===== src/rtl/cmcs_pkg.sv =====
// ----------------------------------------------------------------------------
// cmcs_pkg
// Shared types and constants for the cipher mode cost selector.
// ----------------------------------------------------------------------------
package cmcs_pkg;

  // input item kinds (in_tuser)
  localparam logic [1:0] ACT_ACK    = 2'd0;
  localparam logic [1:0] ACT_LINK   = 2'd1;
  localparam logic [1:0] ACT_SELECT = 2'd2;

  // security policies
  localparam logic [1:0] POL_COND = 2'd1;
  localparam logic [1:0] POL_MAND = 2'd2;

  // cipher modes
  localparam logic [1:0] MODE_CTR = 2'd0;
  localparam logic [1:0] MODE_CBC = 2'd1;
  localparam logic [1:0] MODE_GCM = 2'd2;

  // configuration register indexes
  localparam logic [2:0] REG_WEIGHT_LINK    = 3'd0;
  localparam logic [2:0] REG_WEIGHT_LATENCY = 3'd1;
  localparam logic [2:0] REG_WEIGHT_EBASE   = 3'd2;
  localparam logic [2:0] REG_WEIGHT_EBATT   = 3'd3;
  localparam logic [2:0] REG_MIN_DWELL      = 3'd4;
  localparam logic [2:0] REG_HYST           = 3'd5;
  localparam logic [2:0] REG_TOA_TABLE      = 3'd6;

  // averaging weights 77/256 and 179/256
  localparam logic [7:0] EW_NEW = 8'd77;
  localparam logic [7:0] EW_OLD = 8'd179;

  localparam logic [16:0] P_MAX_Q16    = 17'd62259;  // 0.95
  localparam logic [16:0] ONE_Q16      = 17'h10000;
  localparam logic [31:0] COST_BLOCKED = 32'hFFFF_FFFF;

  // serial unit step counts
  localparam logic [4:0] MUL_LAST   = 5'd15;   // 16 multiplier bits
  localparam logic [4:0] RECIP_LAST = 5'd20;   // 21 quotient bits
  // partial remainder after the leading quotient bits that are always zero
  localparam logic [16:0] RECIP_SEED = 17'd2048;

  typedef enum logic {
    OP_MUL   = 1'b0,
    OP_RECIP = 1'b1
  } arith_op_t;

  typedef struct packed {
    logic        start;
    arith_op_t   op;
    logic [32:0] a;   // multiplicand
    logic [16:0] b;   // multiplier (15:0) or divisor
  } arith_req_t;

  typedef struct packed {
    logic        done;
    logic [48:0] value;
  } arith_rsp_t;

endpackage


===== src/rtl/cmcs_arith.sv =====
// ----------------------------------------------------------------------------
// cmcs_arith
// Bit-serial arithmetic unit: shift-add multiply (33 x 16 bits, one bit a
// cycle) and restoring reciprocal 2^32 / d (one quotient bit a cycle).
// ----------------------------------------------------------------------------
module cmcs_arith
  import cmcs_pkg::*;
(
  input  logic       clk,
  input  logic       rst_n,
  input  arith_req_t req,
  output arith_rsp_t rsp
);

  logic        busy_r;
  logic        done_r;
  arith_op_t   op_r;
  logic [4:0]  cnt_r;
  logic [32:0] a_r;
  logic [16:0] d_r;
  logic [48:0] prod_r;
  logic [16:0] rem_r;
  logic [20:0] q_r;

  logic [33:0] sum;
  logic [17:0] rem_sh;
  logic        fits;
  logic [4:0]  last;

  assign sum    = {1'b0, prod_r[48:16]} + (prod_r[0] ? {1'b0, a_r} : 34'd0);
  assign rem_sh = {rem_r, 1'b0};
  assign fits   = rem_sh >= {1'b0, d_r};
  assign last   = (op_r == OP_RECIP) ? RECIP_LAST : MUL_LAST;

  always_ff @(posedge clk) begin
    if (!rst_n) begin
      busy_r <= 1'b0;
      done_r <= 1'b0;
      cnt_r  <= '0;
    end else begin
      done_r <= 1'b0;
      if (req.start) begin
        busy_r <= 1'b1;
        cnt_r  <= '0;
      end else if (busy_r) begin
        cnt_r <= cnt_r + 5'd1;
        if (cnt_r == last) begin
          busy_r <= 1'b0;
          done_r <= 1'b1;
        end
      end
    end
  end

  always_ff @(posedge clk) begin
    if (req.start) begin
      op_r   <= req.op;
      a_r    <= req.a;
      d_r    <= req.b;
      prod_r <= {33'd0, req.b[15:0]};
      rem_r  <= RECIP_SEED;
      q_r    <= '0;
    end else if (busy_r) begin
      if (op_r == OP_MUL) begin
        prod_r <= {sum, prod_r[15:1]};
      end else begin
        if (fits) begin
          rem_r <= 17'(rem_sh - {1'b0, d_r});
        end else begin
          rem_r <= rem_sh[16:0];
        end
        q_r <= {q_r[19:0], fits};
      end
    end
  end

  assign rsp.done  = done_r;
  assign rsp.value = (op_r == OP_MUL) ? prod_r : {28'd0, q_r};

endmodule


===== src/rtl/cipher_mode_cost_selector.sv =====
// ----------------------------------------------------------------------------
// cipher_mode_cost_selector
// Averages link metrics and picks the cheapest of three cipher modes.
// ----------------------------------------------------------------------------
// Update items (acknowledgement or direct report) are applied to the averages as they transfer.
// A select item runs from transfer to result as one serial multiply for the
// energy weight, then per mode three 16-step multiplies, one 21-step reciprocal
// and one more multiply, all on the shared bit-serial unit, then the states
// S_BEST, S_BEST2 and S_COMMIT to pick and commit. One item is in work at a time.
// Reset (rst_n, synchronous) loads the register defaults and the averages.
// ----------------------------------------------------------------------------
module cipher_mode_cost_selector
  import cmcs_pkg::*;
(
  input  logic         clk,
  input  logic         rst_n,
  // input stream
  input  logic         in_tvalid,
  output logic         in_tready,
  // policy[1:0], ack_snr_db[9:2], ack_loss_rate[17:10], ack_auth_rate[25:18],
  // snr_sample[41:26], loss_sample[57:42], auth_sample[73:58],
  // battery_sample[89:74], zero pad[95:90]
  input  logic [95:0]  in_tdata,
  // action[1:0]
  input  logic [1:0]   in_tuser,
  // result stream
  output logic         out_tvalid,
  input  logic         out_tready,
  // mode[1:0], switched[2], switch_total[34:3], cost_ctr[66:35],
  // cost_cbc[98:67], cost_gcm[130:99], zero pad[135:131]
  output logic [135:0] out_tdata,
  // configuration writes
  input  logic         cfg_valid,
  output logic         cfg_ready,
  input  logic [2:0]   cfg_index,
  input  logic [47:0]  cfg_data
);

  typedef enum logic [10:0] {
    S_IDLE   = 11'b000_0000_0001,
    S_GMUL   = 11'b000_0000_0010,
    S_LINK   = 11'b000_0000_0100,
    S_RECIP  = 11'b000_0000_1000,
    S_LAT    = 11'b000_0001_0000,
    S_WLAT   = 11'b000_0010_0000,
    S_ENERGY = 11'b000_0100_0000,
    S_SUM    = 11'b000_1000_0000,
    S_BEST   = 11'b001_0000_0000,
    S_BEST2  = 11'b010_0000_0000,
    S_COMMIT = 11'b100_0000_0000
  } state_t;

  state_t state_r, state_nxt;

  // configuration registers
  logic [15:0] weight_link_r, weight_latency_r, weight_ebase_r, weight_ebatt_r;
  logic [15:0] min_dwell_r;
  logic [31:0] hyst_r;
  logic [47:0] toa_r;

  // link state
  logic [15:0] snr_avg_r, loss_avg_r, auth_avg_r, battery_r;
  logic [1:0]  cur_mode_r;
  logic [15:0] dwell_r;
  logic [31:0] switch_cnt_r;

  // select working registers
  logic        first_r;
  logic [1:0]  m_r;
  logic [1:0]  policy_r;
  logic [32:0] g_r;
  logic [20:0] rf_r;
  logic [20:0] lat_r;
  logic [31:0] acc_r;
  logic [31:0] cost_r [3];
  logic [1:0]  best_r;
  logic [31:0] bestc_r;

  logic         out_tvalid_r;
  logic [135:0] out_tdata_r;

  arith_req_t req;
  arith_rsp_t rsp;

  cmcs_arith u_arith (
    .clk   (clk),
    .rst_n (rst_n),
    .req   (req),
    .rsp   (rsp)
  );

  // --------------------------------------------------------------------------
  // input unpacking
  // --------------------------------------------------------------------------
  logic [1:0]  in_policy;
  logic [7:0]  ack_snr_db, ack_loss_rate, ack_auth_rate;
  logic [15:0] snr_sample, loss_sample, auth_sample, battery_sample;

  assign in_policy      = in_tdata[1:0];
  assign ack_snr_db     = in_tdata[9:2];
  assign ack_loss_rate  = in_tdata[17:10];
  assign ack_auth_rate  = in_tdata[25:18];
  assign snr_sample     = in_tdata[41:26];
  assign loss_sample    = in_tdata[57:42];
  assign auth_sample    = in_tdata[73:58];
  assign battery_sample = in_tdata[89:74];

  logic in_xfer;
  assign in_tready = (state_r == S_IDLE);
  assign in_xfer   = in_tvalid && in_tready;
  assign cfg_ready = 1'b1;

  // --------------------------------------------------------------------------
  // exponential averages: new = (77*sample + 179*old + 128) >> 8
  // the signed one works modulo 2^26 and keeps the floor via bits 23:8
  // --------------------------------------------------------------------------
  logic [15:0] snr_x, loss_x, auth_x;
  logic [25:0] snr_sum;
  logic [23:0] loss_sum, auth_sum;

  always_comb begin
    if (in_tuser == ACT_ACK) begin
      snr_x  = {ack_snr_db, 8'd0};
      loss_x = {ack_loss_rate, 8'd0};
      auth_x = {ack_auth_rate, 8'd0};
    end else begin
      snr_x  = snr_sample;
      loss_x = loss_sample;
      auth_x = auth_sample;
    end
  end

  assign snr_sum  = {{10{snr_x[15]}}, snr_x} * {18'd0, EW_NEW}
                  + {{10{snr_avg_r[15]}}, snr_avg_r} * {18'd0, EW_OLD} + 26'd128;
  assign loss_sum = {8'd0, loss_x} * {16'd0, EW_NEW}
                  + {8'd0, loss_avg_r} * {16'd0, EW_OLD} + 24'd128;
  assign auth_sum = {8'd0, auth_x} * {16'd0, EW_NEW}
                  + {8'd0, auth_avg_r} * {16'd0, EW_OLD} + 24'd128;

  // --------------------------------------------------------------------------
  // per-mode operands
  // --------------------------------------------------------------------------
  logic [15:0] toa_m;
  logic [16:0] pe, p_clip, denom;
  logic        blocked;
  logic        snr_pos;

  always_comb begin
    case (m_r)
      MODE_CTR: toa_m = toa_r[15:0];
      MODE_CBC: toa_m = toa_r[31:16];
      MODE_GCM: toa_m = toa_r[47:32];
      default:  toa_m = '0;
    endcase
  end

  // effective loss adds auth failures for the authenticated mode
  assign pe      = {1'b0, loss_avg_r} + ((m_r == MODE_GCM) ? {1'b0, auth_avg_r} : 17'd0);
  assign p_clip  = (pe > P_MAX_Q16) ? P_MAX_Q16 : pe;
  assign denom   = ONE_Q16 - p_clip;
  assign snr_pos = !snr_avg_r[15] && (snr_avg_r != 16'd0);
  assign blocked = ((policy_r == POL_MAND) && (m_r != MODE_GCM))
                || ((policy_r == POL_COND) && (m_r == MODE_CTR) && snr_pos);

  // issue one operation on the serial unit on the first cycle of each step
  always_comb begin
    req.start = first_r && (state_r inside {S_GMUL, S_LINK, S_RECIP, S_LAT,
                                            S_WLAT, S_ENERGY});
    req.op    = OP_MUL;
    req.a     = '0;
    req.b     = '0;
    case (state_r)
      S_GMUL: begin
        req.a = {17'd0, ~battery_r};
        req.b = {1'b0, weight_ebatt_r};
      end
      S_LINK: begin
        req.a = {16'd0, pe};
        req.b = {1'b0, weight_link_r};
      end
      S_RECIP: begin
        req.op = OP_RECIP;
        req.b  = denom;
      end
      S_LAT: begin
        req.a = {12'd0, rf_r};
        req.b = {1'b0, toa_m};
      end
      S_WLAT: begin
        req.a = {12'd0, lat_r};
        req.b = {1'b0, weight_latency_r};
      end
      S_ENERGY: begin
        req.a = g_r;
        req.b = {1'b0, toa_m};
      end
      default: ;
    endcase
  end

  // --------------------------------------------------------------------------
  // sequencing
  // --------------------------------------------------------------------------
  logic out_free;
  assign out_free = !out_tvalid_r || out_tready;

  always_comb begin
    state_nxt = state_r;
    case (state_r)
      S_IDLE:   if (in_xfer && (in_tuser == ACT_SELECT)) state_nxt = S_GMUL;
      S_GMUL:   if (rsp.done) state_nxt = S_LINK;
      S_LINK:   if (rsp.done) state_nxt = S_RECIP;
      S_RECIP:  if (rsp.done) state_nxt = S_LAT;
      S_LAT:    if (rsp.done) state_nxt = S_WLAT;
      S_WLAT:   if (rsp.done) state_nxt = S_ENERGY;
      S_ENERGY: if (rsp.done) state_nxt = S_SUM;
      S_SUM:    state_nxt = (m_r == MODE_GCM) ? S_BEST : S_LINK;
      S_BEST:   state_nxt = S_BEST2;
      S_BEST2:  state_nxt = S_COMMIT;
      S_COMMIT: if (out_free) state_nxt = S_IDLE;
      default:  state_nxt = S_IDLE;
    endcase
  end

  // --------------------------------------------------------------------------
  // selection decision
  // --------------------------------------------------------------------------
  logic [31:0] cur_cost;
  logic        stay;

  always_comb begin
    case (cur_mode_r)
      MODE_CTR: cur_cost = cost_r[0];
      MODE_CBC: cur_cost = cost_r[1];
      MODE_GCM: cur_cost = cost_r[2];
      default:  cur_cost = COST_BLOCKED;
    endcase
  end

  // hold the mode unless a different one wins by enough after the dwell
  assign stay = (best_r == cur_mode_r) || (dwell_r < min_dwell_r)
             || ((cur_cost - bestc_r) < hyst_r);

  // --------------------------------------------------------------------------
  // control and state registers
  // --------------------------------------------------------------------------
  always_ff @(posedge clk) begin
    if (!rst_n) begin
      state_r          <= S_IDLE;
      first_r          <= 1'b0;
      weight_link_r    <= 16'd256;
      weight_latency_r <= 16'd256;
      weight_ebase_r   <= 16'd256;
      weight_ebatt_r   <= 16'd0;
      min_dwell_r      <= 16'd0;
      hyst_r           <= 32'd0;
      toa_r            <= 48'd0;
      snr_avg_r        <= 16'd0;
      loss_avg_r       <= 16'd0;
      auth_avg_r       <= 16'd0;
      battery_r        <= 16'hFFFF;
      cur_mode_r       <= MODE_GCM;
      dwell_r          <= 16'd0;
      switch_cnt_r     <= 32'd0;
      out_tvalid_r     <= 1'b0;
    end else begin
      state_r <= state_nxt;
      first_r <= (state_nxt != state_r);

      if (cfg_valid && cfg_ready) begin
        case (cfg_index)
          REG_WEIGHT_LINK:    weight_link_r    <= cfg_data[15:0];
          REG_WEIGHT_LATENCY: weight_latency_r <= cfg_data[15:0];
          REG_WEIGHT_EBASE:   weight_ebase_r   <= cfg_data[15:0];
          REG_WEIGHT_EBATT:   weight_ebatt_r   <= cfg_data[15:0];
          REG_MIN_DWELL:      min_dwell_r      <= cfg_data[15:0];
          REG_HYST:           hyst_r           <= cfg_data[31:0];
          REG_TOA_TABLE:      toa_r            <= cfg_data;
          default: ;
        endcase
      end

      if (in_xfer && ((in_tuser == ACT_ACK) || (in_tuser == ACT_LINK))) begin
        snr_avg_r  <= snr_sum[23:8];
        loss_avg_r <= loss_sum[23:8];
        auth_avg_r <= auth_sum[23:8];
        if (in_tuser == ACT_LINK) begin
          battery_r <= battery_sample;
        end
      end

      if (out_tvalid_r && out_tready) begin
        out_tvalid_r <= 1'b0;
      end

      if ((state_r == S_COMMIT) && out_free) begin
        out_tvalid_r <= 1'b1;
        if (stay) begin
          if (dwell_r != 16'hFFFF) begin
            dwell_r <= dwell_r + 16'd1;
          end
        end else begin
          cur_mode_r   <= best_r;
          dwell_r      <= 16'd0;
          switch_cnt_r <= switch_cnt_r + 32'd1;
        end
      end
    end
  end

  // --------------------------------------------------------------------------
  // datapath registers
  // --------------------------------------------------------------------------
  always_ff @(posedge clk) begin
    case (state_r)
      S_IDLE: begin
        if (in_xfer) begin
          policy_r <= in_policy;
        end
        m_r <= MODE_CTR;
      end
      S_GMUL: begin
        // energy weight in Q.24: base << 16 plus battery-drained term
        if (rsp.done) begin
          g_r <= {1'b0, weight_ebase_r, 16'd0} + {1'b0, rsp.value[31:0]};
        end
      end
      S_LINK: begin
        if (rsp.done) begin
          acc_r <= {7'd0, rsp.value[32:8]};
        end
      end
      S_RECIP: begin
        if (rsp.done) begin
          rf_r <= rsp.value[20:0];
        end
      end
      S_LAT: begin
        if (rsp.done) begin
          lat_r <= rsp.value[36:16];
        end
      end
      S_WLAT: begin
        if (rsp.done) begin
          acc_r <= acc_r + {3'd0, rsp.value[36:8]};
        end
      end
      S_ENERGY: begin
        if (rsp.done) begin
          acc_r <= acc_r + {7'd0, rsp.value[48:24]};
        end
      end
      S_SUM: begin
        // the three terms stay below 2^30, so only a policy block saturates
        cost_r[m_r] <= blocked ? COST_BLOCKED : acc_r;
        m_r         <= m_r + 2'd1;
      end
      S_BEST: begin
        if (cost_r[1] < cost_r[0]) begin
          best_r  <= MODE_CBC;
          bestc_r <= cost_r[1];
        end else begin
          best_r  <= MODE_CTR;
          bestc_r <= cost_r[0];
        end
      end
      S_BEST2: begin
        if (cost_r[2] < bestc_r) begin
          best_r  <= MODE_GCM;
          bestc_r <= cost_r[2];
        end
      end
      S_COMMIT: begin
        if (out_free) begin
          out_tdata_r <= {5'd0, cost_r[2], cost_r[1], cost_r[0],
                          stay ? switch_cnt_r : (switch_cnt_r + 32'd1),
                          !stay, stay ? cur_mode_r : best_r};
        end
      end
      default: ;
    endcase
  end

  assign out_tvalid = out_tvalid_r;
  assign out_tdata  = out_tdata_r;

endmodule


===== config.mk =====
export PLATFORM = sky130hd
export DESIGN_NAME = cipher_mode_cost_selector
export DESIGN_NICKNAME = d
export VERILOG_FILES = /design/src/rtl/cmcs_pkg.sv /design/src/rtl/cmcs_arith.sv /design/src/rtl/cipher_mode_cost_selector.sv
export SDC_FILE = /design/constraint.sdc
export NUM_CORES = 2
export LEC_CHECK = 0
export BUFFER_PORTS_ARGS = -buffer_cell sky130_fd_sc_hd__buf_2
export CELL_PAD_IN_SITES_DETAIL_PLACEMENT = 1
export CELL_PAD_IN_SITES_GLOBAL_PLACEMENT = 1
export CORE_UTILIZATION = 49
export CTS_CLUSTER_DIAMETER = 100
export CTS_CLUSTER_SIZE = 40
export DETAILED_ROUTE_END_ITERATION = 8
export PLACE_DENSITY = 0.8
export SYNTH_ARGS = -nofsm -noshare
export SYNTH_HDL_FRONTEND = slang
export SYNTH_SLANG_ARGS = --single-unit
export TNS_END_PERCENT = 1

===== constraint.sdc =====
create_clock -name clk -period 8 [get_ports clk]
set_input_delay 0 -clock clk [delete_from_list [all_inputs] [get_ports clk]]
set_output_delay 0 -clock clk [all_outputs]
set_load 0.01 [all_outputs]

==> results.md <==
- Clk sink count: between 800 and 900
- Comb power frac: 63.2%
- Int Power: 0.0105 W
- Site Rows: 124
- Top-area cell type share of the netlist area: 23.4%
- Worst slew margin: between 10% and 20%
- Number of port buffers: 280
- Clk_skew: between 0.1 and 0.15 ns
- Total routed wirelength: 180000 um
- Dpl cells: 7519
- Drt drc: 0
- Run status: finished clean
- RSZ-0062 raised after global routing: no
- Yosys warnings: 0
- Worst Hold Path EP: hyst_r[30]
- Crit path required time: 8.59 ns
- Slowest cell delay on critical path: slightly below 0.7 ns
- Sequential area share after synthesis: 36.3%
- Setup TNS: 0 ns
- Final net count: 7254
- Net Switching: 0.00825 W
- CTS H-tree lvls: 1
- Net switching fraction of the power: 44.0%
- GRT Overall Usage: a little under a third
- Synth Cell Area: 56400 um^2
- R2r startpoint: cur_mode_r[0]
- Clock Latency Late Sink: about 0.74 ns
- CP max FO: 15
- Area Growth Syn to Fin: 9.43%
- Top_reg_cell synth: edfxtp_1
- R2R depth: 25
- Iter 0 DRT Violations: 3575
- Die X-Extent: ~340 um
- Final Setup Violations: 0
- GP Congestion: between 0.9 and 1
- Most frequent cells in the layout: nand2_1 (817), inv_1 (708), ha_1 (629)
- Setup CP Type: primary input to register
- Main area contributors after synthesis: edfxtp_1 (23%), ha_1 (14%), dfxtp_1 (13%)
- Hold Crit Class: primary input to register
- Post-Layout Cell Count: 7702
- Detailed Routing Iterations Pass 1: 7
- Residual overflow from global routing: 0
- Hold Vio Cnt, Final: 0
- Fillers: approximately 13k
- Final worst-path cycle share: 87.8%
- Actual slew at the worst max-slew pin: 1.23 ns
- Vias per cell: 5.91
- CP max-delay cell: a221oi_1
- Worst Path Arrival: 7.61 ns
- Pwr dens: around 300 nW/um^2
- Clk pin slew, worst setup/hold paths: between 0.1 and 0.15 ns
- Final Max Slew Viols: 0
- #FFs+latches synth: 804
- Commonest non-fill, non-tap cell in the layout: nand2_1
- Asr flop ratio synth: 0%
- Number of buffers on the longest clock path: 3
- Clock network power share: 12.1%
- CTS Root Cell: clkbuf_16
- Synthesized instance count: roughly 5.9k
- Average size of a mapped cell: 9.58 um^2
- Drt wl/cell: 23.3 um
- Setup slack, reg-to-reg: 1.18 ns
- Routed via count: 45.5k
- I/O Pins: between 200 and 300
- Maximum clock frequency: approximately 140 MHz
- Reg area: 20500 um^2
- Leakage: between 20 and 30 nW
- Dpl hpwl: around 130000 um
- Yosys top cell by area: edfxtp_1
- Cell variety after synth: 99
- First-pass GRT wire length: 280000 um
- Worst r2r dst: switch_cnt_r[20]
- Hold Crit Start: cfg_data[30]
- Multi-input logic area: 32500 um^2
- Crit path top cell by count: fa_1
- CTS Buf Count: 30
- Hold Crit Depth: 4
- Number of enable flip-flop cells after synthesis: approximately 440
- Post-route ant nets: 0
- Number of max-cap violations: 0
- Layout cell share with drive strength beyond 1: 8.96%
- Startpoint types: primary input
- Initial Util: just under 50%
- Fin crit period: 7.03 ns
- Die ar.: roughly 120000 um^2
- Seq pwr share: between 20% and 30%
- Core area: 114000 um^2
- CP cell instances: dlygate4sd3_1 -> buf_2 -> nor2_4 -> nor2b_1 -> fa_1 -> inv_1 -> fa_1 -> inv_1 -> fa_1 -> fa_1 -> fa_1 -> fa_1 -> ha_1 -> nand3_1 -> nor2_1 -> a21oi_1 -> a21oi_1 -> a221oi_1 -> o22ai_1 -> a211oi_1 -> xnor2_1 -> nand2_1 -> a21oi_1
- Vias in the first global route: 48.8k
- Crit end category: register
- Setup bufs post-CTS: 0
- CTS tree: done
- Initial antenna violation count: 4
- Die H: 341 um
- Pin count of the biggest net entering global routing: 85
- Tot Pwr: 0.0187 W
- VDD IR max: 0.000428 V
-- cell families (layout without fill, tap and decap cells) --
kind of cell	Yosys count	count (layout)	share of synthesized area, %
adders and majority gates	938	938	24.9
buffers and inverters	935	1226	6.34
muxes	75	75	1.49
and+or+nand+nor	1729	1729	14.2
DFF	804	804	36.3
xor gates and xnor gates	223	223	3.49
other	2	10	0.0133
AOI/OAI and AO/OA	1185	1185	13.3
-- per-layer routing --
layer,track usage (%),routed length (um)
met2,52.8,87500
met4,9.83,6210
met3,3.03,9890
met1,40.3,76000
met5,0,0
-- state kept, by name, indices dropped and copies added, names as in the netlist, 17 cells and up --
name,flops
toa_r,48
g_r,33
rf_r,21
cost_r,96
u_arith.a_r,33
bestc_r,32
lat_r,21
acc_r,32
u_arith.d_r,17
hyst_r,32
u_arith.rem_r,17
switch_cnt_r,32
u_arith.q_r,21
u_arith.prod_r,49
out_tdata,131
-- power by group through the flow --
stage               clock [W]  sequential [W]  combinational (W)
floorplan                   0         0.00463            0.00899
global placement            0         0.00472             0.0110
detailed placement          0         0.00472             0.0118
CTS                   0.00229         0.00463             0.0119
global route          0.00241         0.00465             0.0134
finish                0.00226         0.00463             0.0119
-- cells in the mapped netlist, drive strengths merged, types with 39 or more instances --
cell type,n
nand4,47
edfxtp,439
or2,54
o21ai,226
a221oi,39
nand3,102
ha,629
nand2,819
mux2,58
nor2b,73
fa,309
a21oi,481
inv,710
a211oi,40
and2,69
xor2,87
xnor2,136
nand2b,44
nor2,279
dfxtp,365
and3,43
clkbuf,190
a21o,76
nor3,93
-- timing repair --
action,4_1_cts,5_1_grt
gates resized for setup,0,0
hold buffers,123,0
endpoints found under the hold margin,186,0
-- cell type report --
type                       count  area share (%)
sequential                   804            33.2
inverter                     711            4.35
multi-input combinational   4156            52.6
antenna                        4          0.0162
timing repair buffer         459            4.94
clock inverter                21           0.567
tap                         1512            3.06
clock buffer                  35            1.25
-- through the flow --
| step | util, % | worst slack (ns) | instance area (um^2) | hold slack [ns] |
|---|---|---|---|---|
| global route | 54.1 | 0.657 | 61700 | 0.0636 |
| finish | 54.1 | 0.974 | 61700 | 0.0903 |
| global placement | 52.0 | 1.01 | 59400 | 0.210 |
| CTS | 54.1 | 0.985 | 61700 | 0.0377 |
| floorplan | - | 1.31 | 56400 | 0.0989 |
| detailed placement | 52.0 | 0.844 | 59400 | 0.215 |
-- how the worst max path moves through the flow --
stage / to / startpoint / cells past startpoint
after floorplan: switch_cnt_r[26] / state_r[5] / 10
after global placement: auth_avg_r[14] / in_tuser[0] / 23
after detailed placement: auth_avg_r[14] / in_tuser[0] / 22
after CTS: auth_avg_r[14] / in_tuser[0] / 23
after global routing: auth_avg_r[14] / in_tuser[0] / 24
final: auth_avg_r[14] / in_tuser[0] / 23
-- worst max-delay path: cells and delay by family --
family	cells	cell delay, ns
and+or+nand+nor	5	1.05
xor gates and xnor gates	1	0.17
adders and majority gates	7	3.41
AOI/OAI and AO/OA	6	2.11
buffers and inverters	4	0.85
Power figures use the tool's default switching activity.
